--- config.mk ---
export PLATFORM = sky130hd
export DESIGN_NAME = srecord_s1_loader
export DESIGN_NICKNAME = d
export VERILOG_FILES = /design/src/hw/rtl/srl_pkg.sv /design/src/hw/rtl/srl_core.sv /design/src/hw/rtl/srecord_s1_loader.sv
export SDC_FILE = /design/constraint.sdc
export NUM_CORES = 1
export LEC_CHECK = 0
export BUFFER_PORTS_ARGS = -buffer_cell sky130_fd_sc_hd__buf_4
export CAP_MARGIN = 5
export CORE_MARGIN = 5
export CORE_UTILIZATION = 40
export DETAILED_ROUTE_END_ITERATION = 6
export PLACE_DENSITY = 0.59
export SYNTH_ARGS = -nofsm -noshare
export SYNTH_HDL_FRONTEND = slang
export SYNTH_SLANG_ARGS = --single-unit
--- constraint.sdc ---
create_clock -name clk_i -period 9.5 [get_ports clk_i]
set_input_delay 0.475 -clock clk_i [delete_from_list [all_inputs] [get_ports clk_i]]
set_output_delay 0.475 -clock clk_i [all_outputs]
set_load 0.05 [all_outputs]
--- src/hw/rtl/srl_pkg.sv ---
// Shared types, constants and the hex digit decoder of the S-record loader.
package srl_pkg;

  localparam logic [7:0] CharS     = 8'h53;
  localparam logic [7:0] CharZero  = 8'h30;
  localparam logic [7:0] CharNine  = 8'h39;
  localparam logic [7:0] CharLf    = 8'h0a;
  localparam logic [7:0] CharLowA  = 8'h61;
  localparam logic [7:0] CharLowZ  = 8'h7a;
  localparam logic [7:0] CharUpA   = 8'h41;
  localparam logic [7:0] CharUpF   = 8'h46;
  localparam logic [7:0] CaseDelta = 8'h20;
  localparam logic [7:0] HexTen    = 8'h0a;
  localparam logic [7:0] HdrBytes  = 8'h03;
  localparam logic [15:0] EndAddrReset = 16'hffff;

  typedef enum logic [3:0] {
    PH_HUNT  = 4'd0,
    PH_TYPE  = 4'd1,
    PH_SKIP  = 4'd2,
    PH_CNT_H = 4'd3,
    PH_CNT_L = 4'd4,
    PH_AHI_H = 4'd5,
    PH_AHI_L = 4'd6,
    PH_ALO_H = 4'd7,
    PH_ALO_L = 4'd8,
    PH_DAT_H = 4'd9,
    PH_DAT_L = 4'd10,
    PH_CK_H  = 4'd11,
    PH_CK_L  = 4'd12,
    PH_TAIL  = 4'd13
  } phase_e;

  typedef enum logic [1:0] {
    KIND_WRITE = 2'd0,
    KIND_SEG   = 2'd1,
    KIND_CKERR = 2'd2,
    KIND_DONE  = 2'd3
  } kind_e;

  typedef struct packed {
    logic        valid;
    kind_e       kind;
    logic [15:0] address;
    logic [7:0]  data;
  } result_t;

  // Letters are folded to upper case; anything outside A to F decodes as
  // its offset from the zero character, modulo 256.
  function automatic logic [7:0] digit_value(input logic [7:0] ch);
    logic [7:0] u;
    logic [7:0] v;
    u = ch;
    if (u >= CharLowA && u <= CharLowZ) begin
      u = u - CaseDelta;
    end
    if (u >= CharUpA && u <= CharUpF) begin
      v = u - CharUpA + HexTen;
    end else begin
      v = u - CharZero;
    end
    return v;
  endfunction

endpackage

--- src/hw/rtl/srl_core.sv ---
// Record parser state and the per-character update of the S-record loader.
module srl_core import srl_pkg::*; (
  input  logic       clk_i,
  input  logic       rst_ni,
  input  logic       step_i,
  input  logic [7:0] char_i,
  input  logic       eoi_i,
  output result_t    result_o
);

  phase_e      phase_q, phase_d;
  logic [3:0]  nib_q, nib_d;
  logic [7:0]  rem_q, rem_d;
  logic [15:0] rec_addr_q, rec_addr_d;
  logic [15:0] prev_end_q, prev_end_d;
  logic [7:0]  sum_q, sum_d;
  logic        failed_q, failed_d;

  logic [7:0]  digit;
  logic [7:0]  byte_val;
  logic [15:0] lo_addr;
  logic [15:0] next_addr;
  logic [7:0]  rem_dec;

  assign digit     = digit_value(char_i);
  assign byte_val  = {nib_q, 4'b0000} + digit;
  assign lo_addr   = {rec_addr_q[15:8], byte_val};
  assign next_addr = rec_addr_q + 16'd1;
  assign rem_dec   = rem_q - 8'd1;

  always_comb begin
    phase_d    = phase_q;
    nib_d      = nib_q;
    rem_d      = rem_q;
    rec_addr_d = rec_addr_q;
    prev_end_d = prev_end_q;
    sum_d      = sum_q;
    failed_d   = failed_q;
    result_o   = '0;
    if (failed_q) begin
      result_o = '0;
    end else if (eoi_i) begin
      phase_d       = PH_HUNT;
      nib_d         = '0;
      rem_d         = '0;
      rec_addr_d    = '0;
      prev_end_d    = EndAddrReset;
      sum_d         = '0;
      result_o.valid = 1'b1;
      result_o.kind  = KIND_DONE;
    end else begin
      unique case (phase_q)
        PH_HUNT: begin
          if (char_i == CharS) begin
            phase_d = PH_TYPE;
          end
        end
        PH_TYPE: begin
          phase_d = (char_i == CharZero || char_i == CharNine) ? PH_SKIP : PH_CNT_H;
        end
        PH_SKIP: begin
          if (char_i == CharLf) begin
            phase_d = PH_HUNT;
          end
        end
        PH_TAIL: begin
          phase_d = PH_HUNT;
        end
        PH_CNT_H, PH_AHI_H, PH_ALO_H, PH_DAT_H, PH_CK_H: begin
          nib_d   = digit[3:0];
          phase_d = phase_e'(phase_q + 4'd1);
        end
        PH_CNT_L: begin
          sum_d   = byte_val;
          rem_d   = (byte_val > HdrBytes) ? byte_val - HdrBytes : '0;
          phase_d = PH_AHI_H;
        end
        PH_AHI_L: begin
          sum_d      = sum_q + byte_val;
          rec_addr_d = {byte_val, 8'h00};
          phase_d    = PH_ALO_H;
        end
        PH_ALO_L: begin
          sum_d      = sum_q + byte_val;
          rec_addr_d = lo_addr;
          if (rem_q != '0) begin
            phase_d = PH_DAT_H;
          end else begin
            prev_end_d = lo_addr;
            phase_d    = PH_CK_H;
          end
          if (lo_addr != prev_end_q) begin
            result_o.valid   = 1'b1;
            result_o.kind    = KIND_SEG;
            result_o.address = lo_addr;
          end
        end
        PH_DAT_L: begin
          sum_d      = sum_q + byte_val;
          rec_addr_d = next_addr;
          rem_d      = rem_dec;
          if (rem_dec == '0) begin
            prev_end_d = next_addr;
            phase_d    = PH_CK_H;
          end else begin
            phase_d = PH_DAT_H;
          end
          result_o.valid   = 1'b1;
          result_o.kind    = KIND_WRITE;
          result_o.address = rec_addr_q;
          result_o.data    = byte_val;
        end
        PH_CK_L: begin
          if (~sum_q != byte_val) begin
            failed_d       = 1'b1;
            phase_d        = PH_HUNT;
            result_o.valid = 1'b1;
            result_o.kind  = KIND_CKERR;
          end else begin
            phase_d = PH_TAIL;
          end
        end
        default: begin
          phase_d = PH_HUNT;
        end
      endcase
    end
  end

  always_ff @(posedge clk_i or negedge rst_ni) begin
    if (!rst_ni) begin
      phase_q    <= PH_HUNT;
      nib_q      <= '0;
      rem_q      <= '0;
      rec_addr_q <= '0;
      prev_end_q <= EndAddrReset;
      sum_q      <= '0;
      failed_q   <= 1'b0;
    end else if (step_i) begin
      phase_q    <= phase_d;
      nib_q      <= nib_d;
      rem_q      <= rem_d;
      rec_addr_q <= rec_addr_d;
      prev_end_q <= prev_end_d;
      sum_q      <= sum_d;
      failed_q   <= failed_d;
    end
  end

  a_lock_holds: assert property (@(posedge clk_i) disable iff (!rst_ni)
    failed_q |=> failed_q)
    else $error("Lock after a checksum error was released.");

  a_lock_silent: assert property (@(posedge clk_i) disable iff (!rst_ni)
    failed_q |-> !result_o.valid)
    else $error("Result produced while locked.");

  a_ckerr_locks: assert property (@(posedge clk_i) disable iff (!rst_ni)
    step_i && result_o.valid && result_o.kind == KIND_CKERR |=> failed_q)
    else $error("Checksum error did not lock the parser.");

  a_data_zero: assert property (@(posedge clk_i) disable iff (!rst_ni)
    result_o.valid && result_o.kind != KIND_WRITE |-> result_o.data == '0)
    else $error("Non-write result carries data.");

endmodule

--- src/hw/rtl/srecord_s1_loader.sv ---
// Top level of the S1 S-record loader: input register, parser and result register.
//
// Characters arrive on the input channel (character_i, end_of_input_i) under
// in_valid_i / in_stall_o; results leave on the output channel (kind_o,
// address_o, data_o) under out_valid_o / out_stall_i. A transaction completes
// at a rising edge where valid is high and stall is low.
// Each character yields zero or one result: a memory write, a segment start,
// a checksum error or, for an end-of-input transaction, load complete.
// A character taken into the input register is parsed from there; its result
// is captured when the result register is empty or the receiver is not stalling.
// Throughput is one character per cycle unless the receiver stalls; the parser
// state update is one combinational step between the input and result registers.
// When the receiver stalls, the result register holds and the input register
// fills; in_stall_o rises only once both are occupied, so no transaction is
// lost. After a checksum error the parser ignores everything until reset.
// Reset is asynchronous and active low; it empties both registers and puts
// the parser back to hunting for the start of a record.
module srecord_s1_loader import srl_pkg::*; (
  input  logic        clk_i,
  input  logic        rst_ni,
  input  logic        in_valid_i,
  output logic        in_stall_o,
  input  logic [7:0]  character_i,
  input  logic        end_of_input_i,
  output logic        out_valid_o,
  input  logic        out_stall_i,
  output logic [1:0]  kind_o,
  output logic [15:0] address_o,
  output logic [7:0]  data_o
);

  logic        in_vld_q;
  logic [7:0]  char_q;
  logic        eoi_q;
  logic        out_vld_q;
  kind_e       kind_q;
  logic [15:0] addr_q;
  logic [7:0]  data_q;
  logic        advance;
  logic        step;
  result_t     res;

  assign advance    = !out_vld_q || !out_stall_i;
  assign in_stall_o = in_vld_q && !advance;
  assign step       = in_vld_q && advance;

  srl_core u_core (
    .clk_i    (clk_i),
    .rst_ni   (rst_ni),
    .step_i   (step),
    .char_i   (char_q),
    .eoi_i    (eoi_q),
    .result_o (res)
  );

  always_ff @(posedge clk_i or negedge rst_ni) begin
    if (!rst_ni) begin
      in_vld_q  <= 1'b0;
      out_vld_q <= 1'b0;
    end else begin
      if (!in_stall_o) begin
        in_vld_q <= in_valid_i;
      end
      if (advance) begin
        out_vld_q <= step && res.valid;
      end
    end
  end

  always_ff @(posedge clk_i) begin
    if (in_valid_i && !in_stall_o) begin
      char_q <= character_i;
      eoi_q  <= end_of_input_i;
    end
    if (step && res.valid) begin
      kind_q <= res.kind;
      addr_q <= res.address;
      data_q <= res.data;
    end
  end

  assign out_valid_o = out_vld_q;
  assign kind_o      = kind_q;
  assign address_o   = addr_q;
  assign data_o      = data_q;

endmodule
**Word-level counts from Yosys, hierarchy flattened**

Cells that the tools add are included.

- Register bits after elaboration: 94
- Input port bits: 13

- $add $sub $neg: 10
- Magnitude comparators: 5
- Equality and inequality tests: 23
- Mux-type cells: 35
- Bitwise gates (word level): 3
- Reduce and logical (&&, ||, !) cells: 32

Operator list:

| cell | count |
|---|---|
| 16-bit two-way mux | 4 |
| 16-bit case mux with 2 select lines | 2 |
| 8-bit two-way mux | 6 |
| 16-bit case mux with 3 select lines | 1 |
| 4-bit case mux with 9 select lines | 1 |
| 8-bit case mux with 2 select lines | 2 |
| 27-bit two-way mux | 1 |
| 24-bit two-way mux | 1 |
| 4-bit two-way mux | 6 |
| 4-bit == test (second input constant) | 5 |
| 19-bit two-way mux | 1 |
| 16-bit by 1-bit adder with 16-bit output (second input constant) | 1 |
| 8-bit adder | 2 |
| 4-bit by 3-bit == test with 1-bit output (second input constant) | 4 |
| 8-bit by 6-bit == test with 1-bit output (second input constant) | 2 |
| 8-bit by 7-bit >= comparator with 1-bit output (second input constant) | 2 |
| 8-bit by 7-bit less-or-equal comparator with 1-bit output (second input constant) | 2 |
| 16-bit != test | 1 |
| 8-bit by 6-bit subtractor with 8-bit output (second input constant) | 2 |
| 3-bit AND reduction | 4 |
| 3-bit nonzero test | 4 |
| 3-bit by 2-bit != test with 1-bit output (second input constant) | 3 |
| 3-bit case mux with 3 select lines | 1 |
| 8-bit by 4-bit adder with 8-bit output (second input constant) | 1 |
| 30 further kinds | 49 |

**Longest topological paths before layout**

- Word-level depth: 13
- Mapped depth: 20

**Hierarchy**

Synthesis repeated with hierarchy kept, for this count alone.

- Cells, all modules: 647
- Area, all modules: 6052.1 µm²

By module, submodules not included:

| module | instances | cells each | area an instance (µm²) | seq. area each (µm²) |
|---|---|---|---|---|
| srl_core | 1 | 601 | 4902.2 | 1446.4 |
| srecord_s1_loader | 1 | 46 | 1149.9 | 1101.1 |

**Worst setup path before layout**

No wires, ideal clock.

- Kind: register to register
- Start point: reg char_q[0]
- End point: reg addr_q[0], in the netlist address_o[0], enable pin
- Data arrival time: 5270 ps
- Setup slack: 3805 ps
- Cell stages (with the launch flop): 19
- Buffers on the path: 2
- Period minus slack after synthesis: 5695 ps
- Path through: edfxtp_1 -> clkbuf_1 -> inv_1 -> ha_1 -> or4b_4 -> a211o_1 -> a31oi_1 -> buf_4 -> nand2_1 -> nand3_1 -> o21ai_0 -> ha_1 -> xor2_1 -> inv_1 -> ha_1 -> nand4_1 -> nor2_1 -> a21o_1 -> a31oi_1

- Word-level cells in the longest chain between the ends: 13
- Elaborated cells between the ends (all ways): 21

RTL lines:

| what | line | text |
|---|---|---|
| from (decl) | srecord_s1_loader.sv:33 | `logic [7:0] char_q;` |
| from (signal assigned) | srecord_s1_loader.sv:72 | `char_q <= character_i;` |
| 8-bit by 7-bit >= comparator with 1-bit output / 8-bit by 7-bit less-or-equal comparator with 1-bit output (equally long branches) | srl_pkg.sv:54 | `if (u >= CharLowA && u <= CharLowZ) begin` |
| 1-bit logical AND | srl_pkg.sv:54 |  |
| 8-bit two-way mux (*) | srl_pkg.sv:54 |  |
| 8-bit by 7-bit subtractor with 8-bit output, or another cell as far along | srl_pkg.sv:58 | `v = u - CharUpA + HexTen;` |
| 8-bit by 4-bit adder with 8-bit output / 1-bit logical AND (equally long branches) | srl_pkg.sv:58, srl_pkg.sv:57 |  |
| 8-bit two-way mux (*) | srl_pkg.sv:57 | `if (u >= CharUpA && u <= CharUpF) begin` |
| 8-bit adder (*) | srl_core.sv:26 | `assign byte_val = {nib_q, 4'b0000} + digit;` |
| 16-bit != test / 8-bit != test (equally long branches) | srl_core.sv:92, srl_core.sv:114 |  |
| 19-bit two-way mux / 3-bit two-way mux (equally long branches) | srl_core.sv:92, srl_core.sv:114 |  |
| 3-bit case mux with 3 select lines (*) | srl_core.sv:52 | `unique case (phase_q)` |
| 3-bit two-way mux (*) | srl_core.sv:42 | `end else if (eoi_i) begin` |
| 27-bit two-way mux (*) | srl_core.sv:40 | `if (failed_q) begin` |
| 1-bit logical AND (*) | srecord_s1_loader.sv:75 | `if (step && res.valid) begin` |
| to (signal assigned) | srecord_s1_loader.sv:77 | `addr_q <= res.address;` |
| to (decl) | srecord_s1_loader.sv:37 | `logic [15:0] addr_q;` |

Every way passes the cells marked *; elsewhere a longest branch is shown, timed or not.
A chain may end at the register's enable or synchronous reset.

**Worst setup path in the final report**

- Start point: reg char_q[1]
- End point: reg addr_q[0], in the netlist address_o[0], enable pin

The elaborated chain is that of the path after synthesis.

==> results.cfg <==
[logic_synthesis]
syn-num-nets = 680
yosysSeqAreaShare_pct = 43.37
yosys_warnings = 0
syn_inst = 640
ys_ff_latch = 94
synth_edf_count = 35
synth_top_area_cell = dfrtp_1
avgSynthCellArea_um2 = 9.177
ys_types = 63
synthArstFlopShare_pct = 62.77
synth_top_area_share_pct = 18.32
synth_flop_cell = dfrtp_1
yosys-top-cells-area = dfrtp_1 (18%), edfxtp_1 (18%), dfstp_2 (7.2%)
synth.cell_area_um2 = 5873

[hold_path]
holdCritPathClass = in -> async

[critical_path]
r2r_slack_ns = 3.86
rr_worst_depth = 17
cp.required_ns = 9.52
start_kind = flip-flop
critPathArrivalTime_ns = 5.66
cp-end-kind = flip-flop
rr_startpoint = char_q[1]$_DFFE_PP_
rr_endpoint = address_o[0]$_SDFFCE_PP0P_
path_max_fanout = 26
critPathKind = reg -> reg

[timing]
max_freq_mhz = 177.4
rsz0062_at_grt = false
finalHoldViolCount = 0
setup_tns_ns = 0
fin_skew_ns = 0.009986
slew_viol_final = 0
worst_slew_pin_slew_ns = 1.171
holdWs_ns = 0.2046
min_period_ns = 5.636
setup_viol = 0
maxSlewHeadroom_pct = 21.90
worst_slack_ns = 3.864
layout_worst_path_cycle_share_pct = 59.33

[clock_network]
cts_htree_levels = 3
cts_resized = 0
clock-root-buffer = clkbuf_16
clock-sinks = 94
cts_hold_buf = 0
postCtsSetupRepairBufs = 0
cts_buffers = 9
cts_tree = built
clk_pin_slew_worst_paths_ns = 0.07
clkLatencyLatePin_ns = 0.36
cts_buffer_depth = 2

[global_routing]
grt_max_degree = 60
grt-ovfl-total = 0
antenna_found_initial = 0
grt_usage_pct = 18.43
grt_pass1_wl_um = 25820
grt_pass1_vias = 4746

[routing]
dr.max_layer_used = met4
drc = 0
ant_nets = 0
vias = 4916
drt_iter0_drc = 382
wl_met2_um = 7568
wl_um = 15980
dr_wl_met3_um = 1180
avgRoutedWirePerCell_um = 18.87
drt-met1-wl_um = 6917
drt-vias-per-instance = 5.804
drtPass1Iterations = 5

[final_layout]
antenna_cells = 0
areaGrowthSynthToFinish_pct = 11.99
nFillCells = 1396
post-route-util_pct = 45.43
fin_nets = 698
drive_above_1_share_pct = 14.63

[floorplanning]
start_util_pct = 40.56
die_x_um = 131.2
die_area_um2 = 17210
die_h_um = 131.2
core_um2 = 14480
io_pins = 41
num_rows = 44

[place]
place_hpwl_um = 11290
preCtsSetupSlack_ns = 3.914
portBuffers = 40
gp_congestion = 0.8862

[status]
status = finished clean

[pwr]
p_per_area_nw_per_um2 = 135.5
peakVddDrop_v = 0.0001125
power_uw = 891.4
p_leak_nw = 2.739

[flow_run]
drv_cap = 0
## kinds of logic after synthesis
kind of cell,after synthesis,share of synthesized area [%]
and+or+nand+nor,216,17.87
buffers and inverters,66,4.346
muxes,1,0.1704
DFF,94,43.37
adders and majority gates,27,6.008
xor gates and xnor gates,49,7.818
AOI/OAI and AO/OA,187,20.41
## cell usage in the layout (no fill, tap or decap), types with 4 or more instances in the layout
master     instances
a21oi_1           38
dfrtp_1           43
edfxtp_1          35
clkbuf_16          9
xnor2_1           23
nand2_1           63
buf_4             44
o22ai_1           13
nand4_1           11
or3_1              4
nor4_1             5
nor2_1            68
nand3_1           15
a22oi_1            4
a21o_1             7
nand2b_1           4
a211oi_1           5
a22o_1             9
a31oi_1           17
dfstp_2           16
o21a_1             6
nor2b_2            8
ha_1              25
xor2_1            23
and3_1             6
nor3_1             5
nor2b_1           12
inv_1             29
o21ai_0           54
o221ai_1          11
## worst max-delay path by stage
| stage | from | to | cells past startpoint |
|---|---|---|---|
| 6_report | char_q[1]$_DFFE_PP_ | address_o[0]$_SDFFCE_PP0P_ | 17 |
| 5_1_grt | char_q[1]$_DFFE_PP_ | address_o[1]$_SDFFCE_PP0P_ | 17 |
| 2_1_floorplan | char_q[0]$_DFFE_PP_ | address_o[0]$_SDFFCE_PP0P_ | 18 |
| 3_3_place_gp | char_q[1]$_DFFE_PP_ | data_o[2]$_SDFFCE_PP0P_ | 17 |
| 4_1_cts | char_q[1]$_DFFE_PP_ | address_o[0]$_SDFFCE_PP0P_ | 17 |
| 3_5_place_dp | char_q[1]$_DFFE_PP_ | data_o[2]$_SDFFCE_PP0P_ | 17 |
## stage by stage
stage / cell area (µm²) / cells
floorplan: 5873 / 640
global placement: 6294 / 831
detailed placement: 6294 / 831
CTS: 6578 / 847
global route: 6578 / 847
finish: 6578 / 847
## layout make-up
cell class	count	area, µm²	share of cell area (%)
clock buffers	11	242.7	3.690
clock inverters	5	41.29	0.6277
inverters	29	108.9	1.655
multi-input cells	480	3077	46.78
flip-flops and latches	94	2547	38.73
well taps	184	230.2	3.500
repair buffers	44	330.3	5.022
## power breakdown
group	switching [mW]	internal [mW]
Clock	0.167	0.188
Combinational	0.0696	0.0372
Sequential	0.00708	0.423
Total	0.243	0.648
## flip-flops by register name (all words and copies together) (netlist names)
| signal | cells |
|---|---|
| kind_o | 2 |
| address_o | 16 |
| u_core.phase_q | 4 |
| out_valid_o | 1 |
| u_core.rem_q | 8 |
| u_core.failed_q | 1 |
| u_core.prev_end_q | 16 |
| u_core.nib_q | 4 |
| in_vld_q | 1 |
| u_core.rec_addr_q | 16 |
| char_q | 8 |
| data_o | 8 |
| eoi_q | 1 |
| u_core.sum_q | 8 |
## worst max-delay path, stage by stage (launching register included)
cell and delay (ns):
edfxtp_1 0.49, inv_1 0.14, ha_1 0.22, or4b_4 0.51, a211o_1 0.32, a31oi_1 0.79, nand2_1 0.12, nand3_1 0.12
o21ai_0 0.10, ha_1 0.32, xor2_1 0.60, inv_1 0.20, ha_1 0.39, nand4_1 0.12, nor2_1 0.07, a21o_1 0.23
a31oi_2 0.18, buf_4 0.35
## routing by layer
| metal | track usage (%) | vias to the layer above |
|---|---|---|
| met3 | 5.122 | 25 |
| li1 | - | 2332 |
| met2 | 29.80 | 187 |
| met5 | 0 | - |
| met4 | 5.427 | 0 |
| met1 | 24.18 | 2372 |
## synth_stat cells, types with 3 or more instances
| master | count |
|---|---|
| nand2b_1 | 4 |
| nand4_1 | 11 |
| nand2_1 | 63 |
| nor2b_1 | 12 |
| nor2b_2 | 8 |
| o21a_1 | 6 |
| a211oi_1 | 5 |
| ha_1 | 25 |
| and2_1 | 3 |
| edfxtp_1 | 35 |
| a31oi_1 | 18 |
| a22o_1 | 9 |
| and4_1 | 3 |
| o22ai_1 | 13 |
| nor2_1 | 68 |
| o211ai_1 | 3 |
| clkbuf_1 | 30 |
| o221ai_1 | 11 |
| or3_1 | 4 |
| a21oi_1 | 38 |
| buf_1 | 3 |
| dfstp_2 | 16 |
| nand3_1 | 15 |
| xor2_1 | 23 |
| and3_1 | 6 |
| nor4_1 | 5 |
| inv_1 | 29 |
| xnor2_1 | 23 |
| o21ai_1 | 3 |
| dfrtp_1 | 43 |
| o21ai_0 | 54 |
| a21o_1 | 7 |
| or2_2 | 3 |
| a22oi_1 | 4 |
| nor3_1 | 5 |
(Power assumes the default switching activity.)
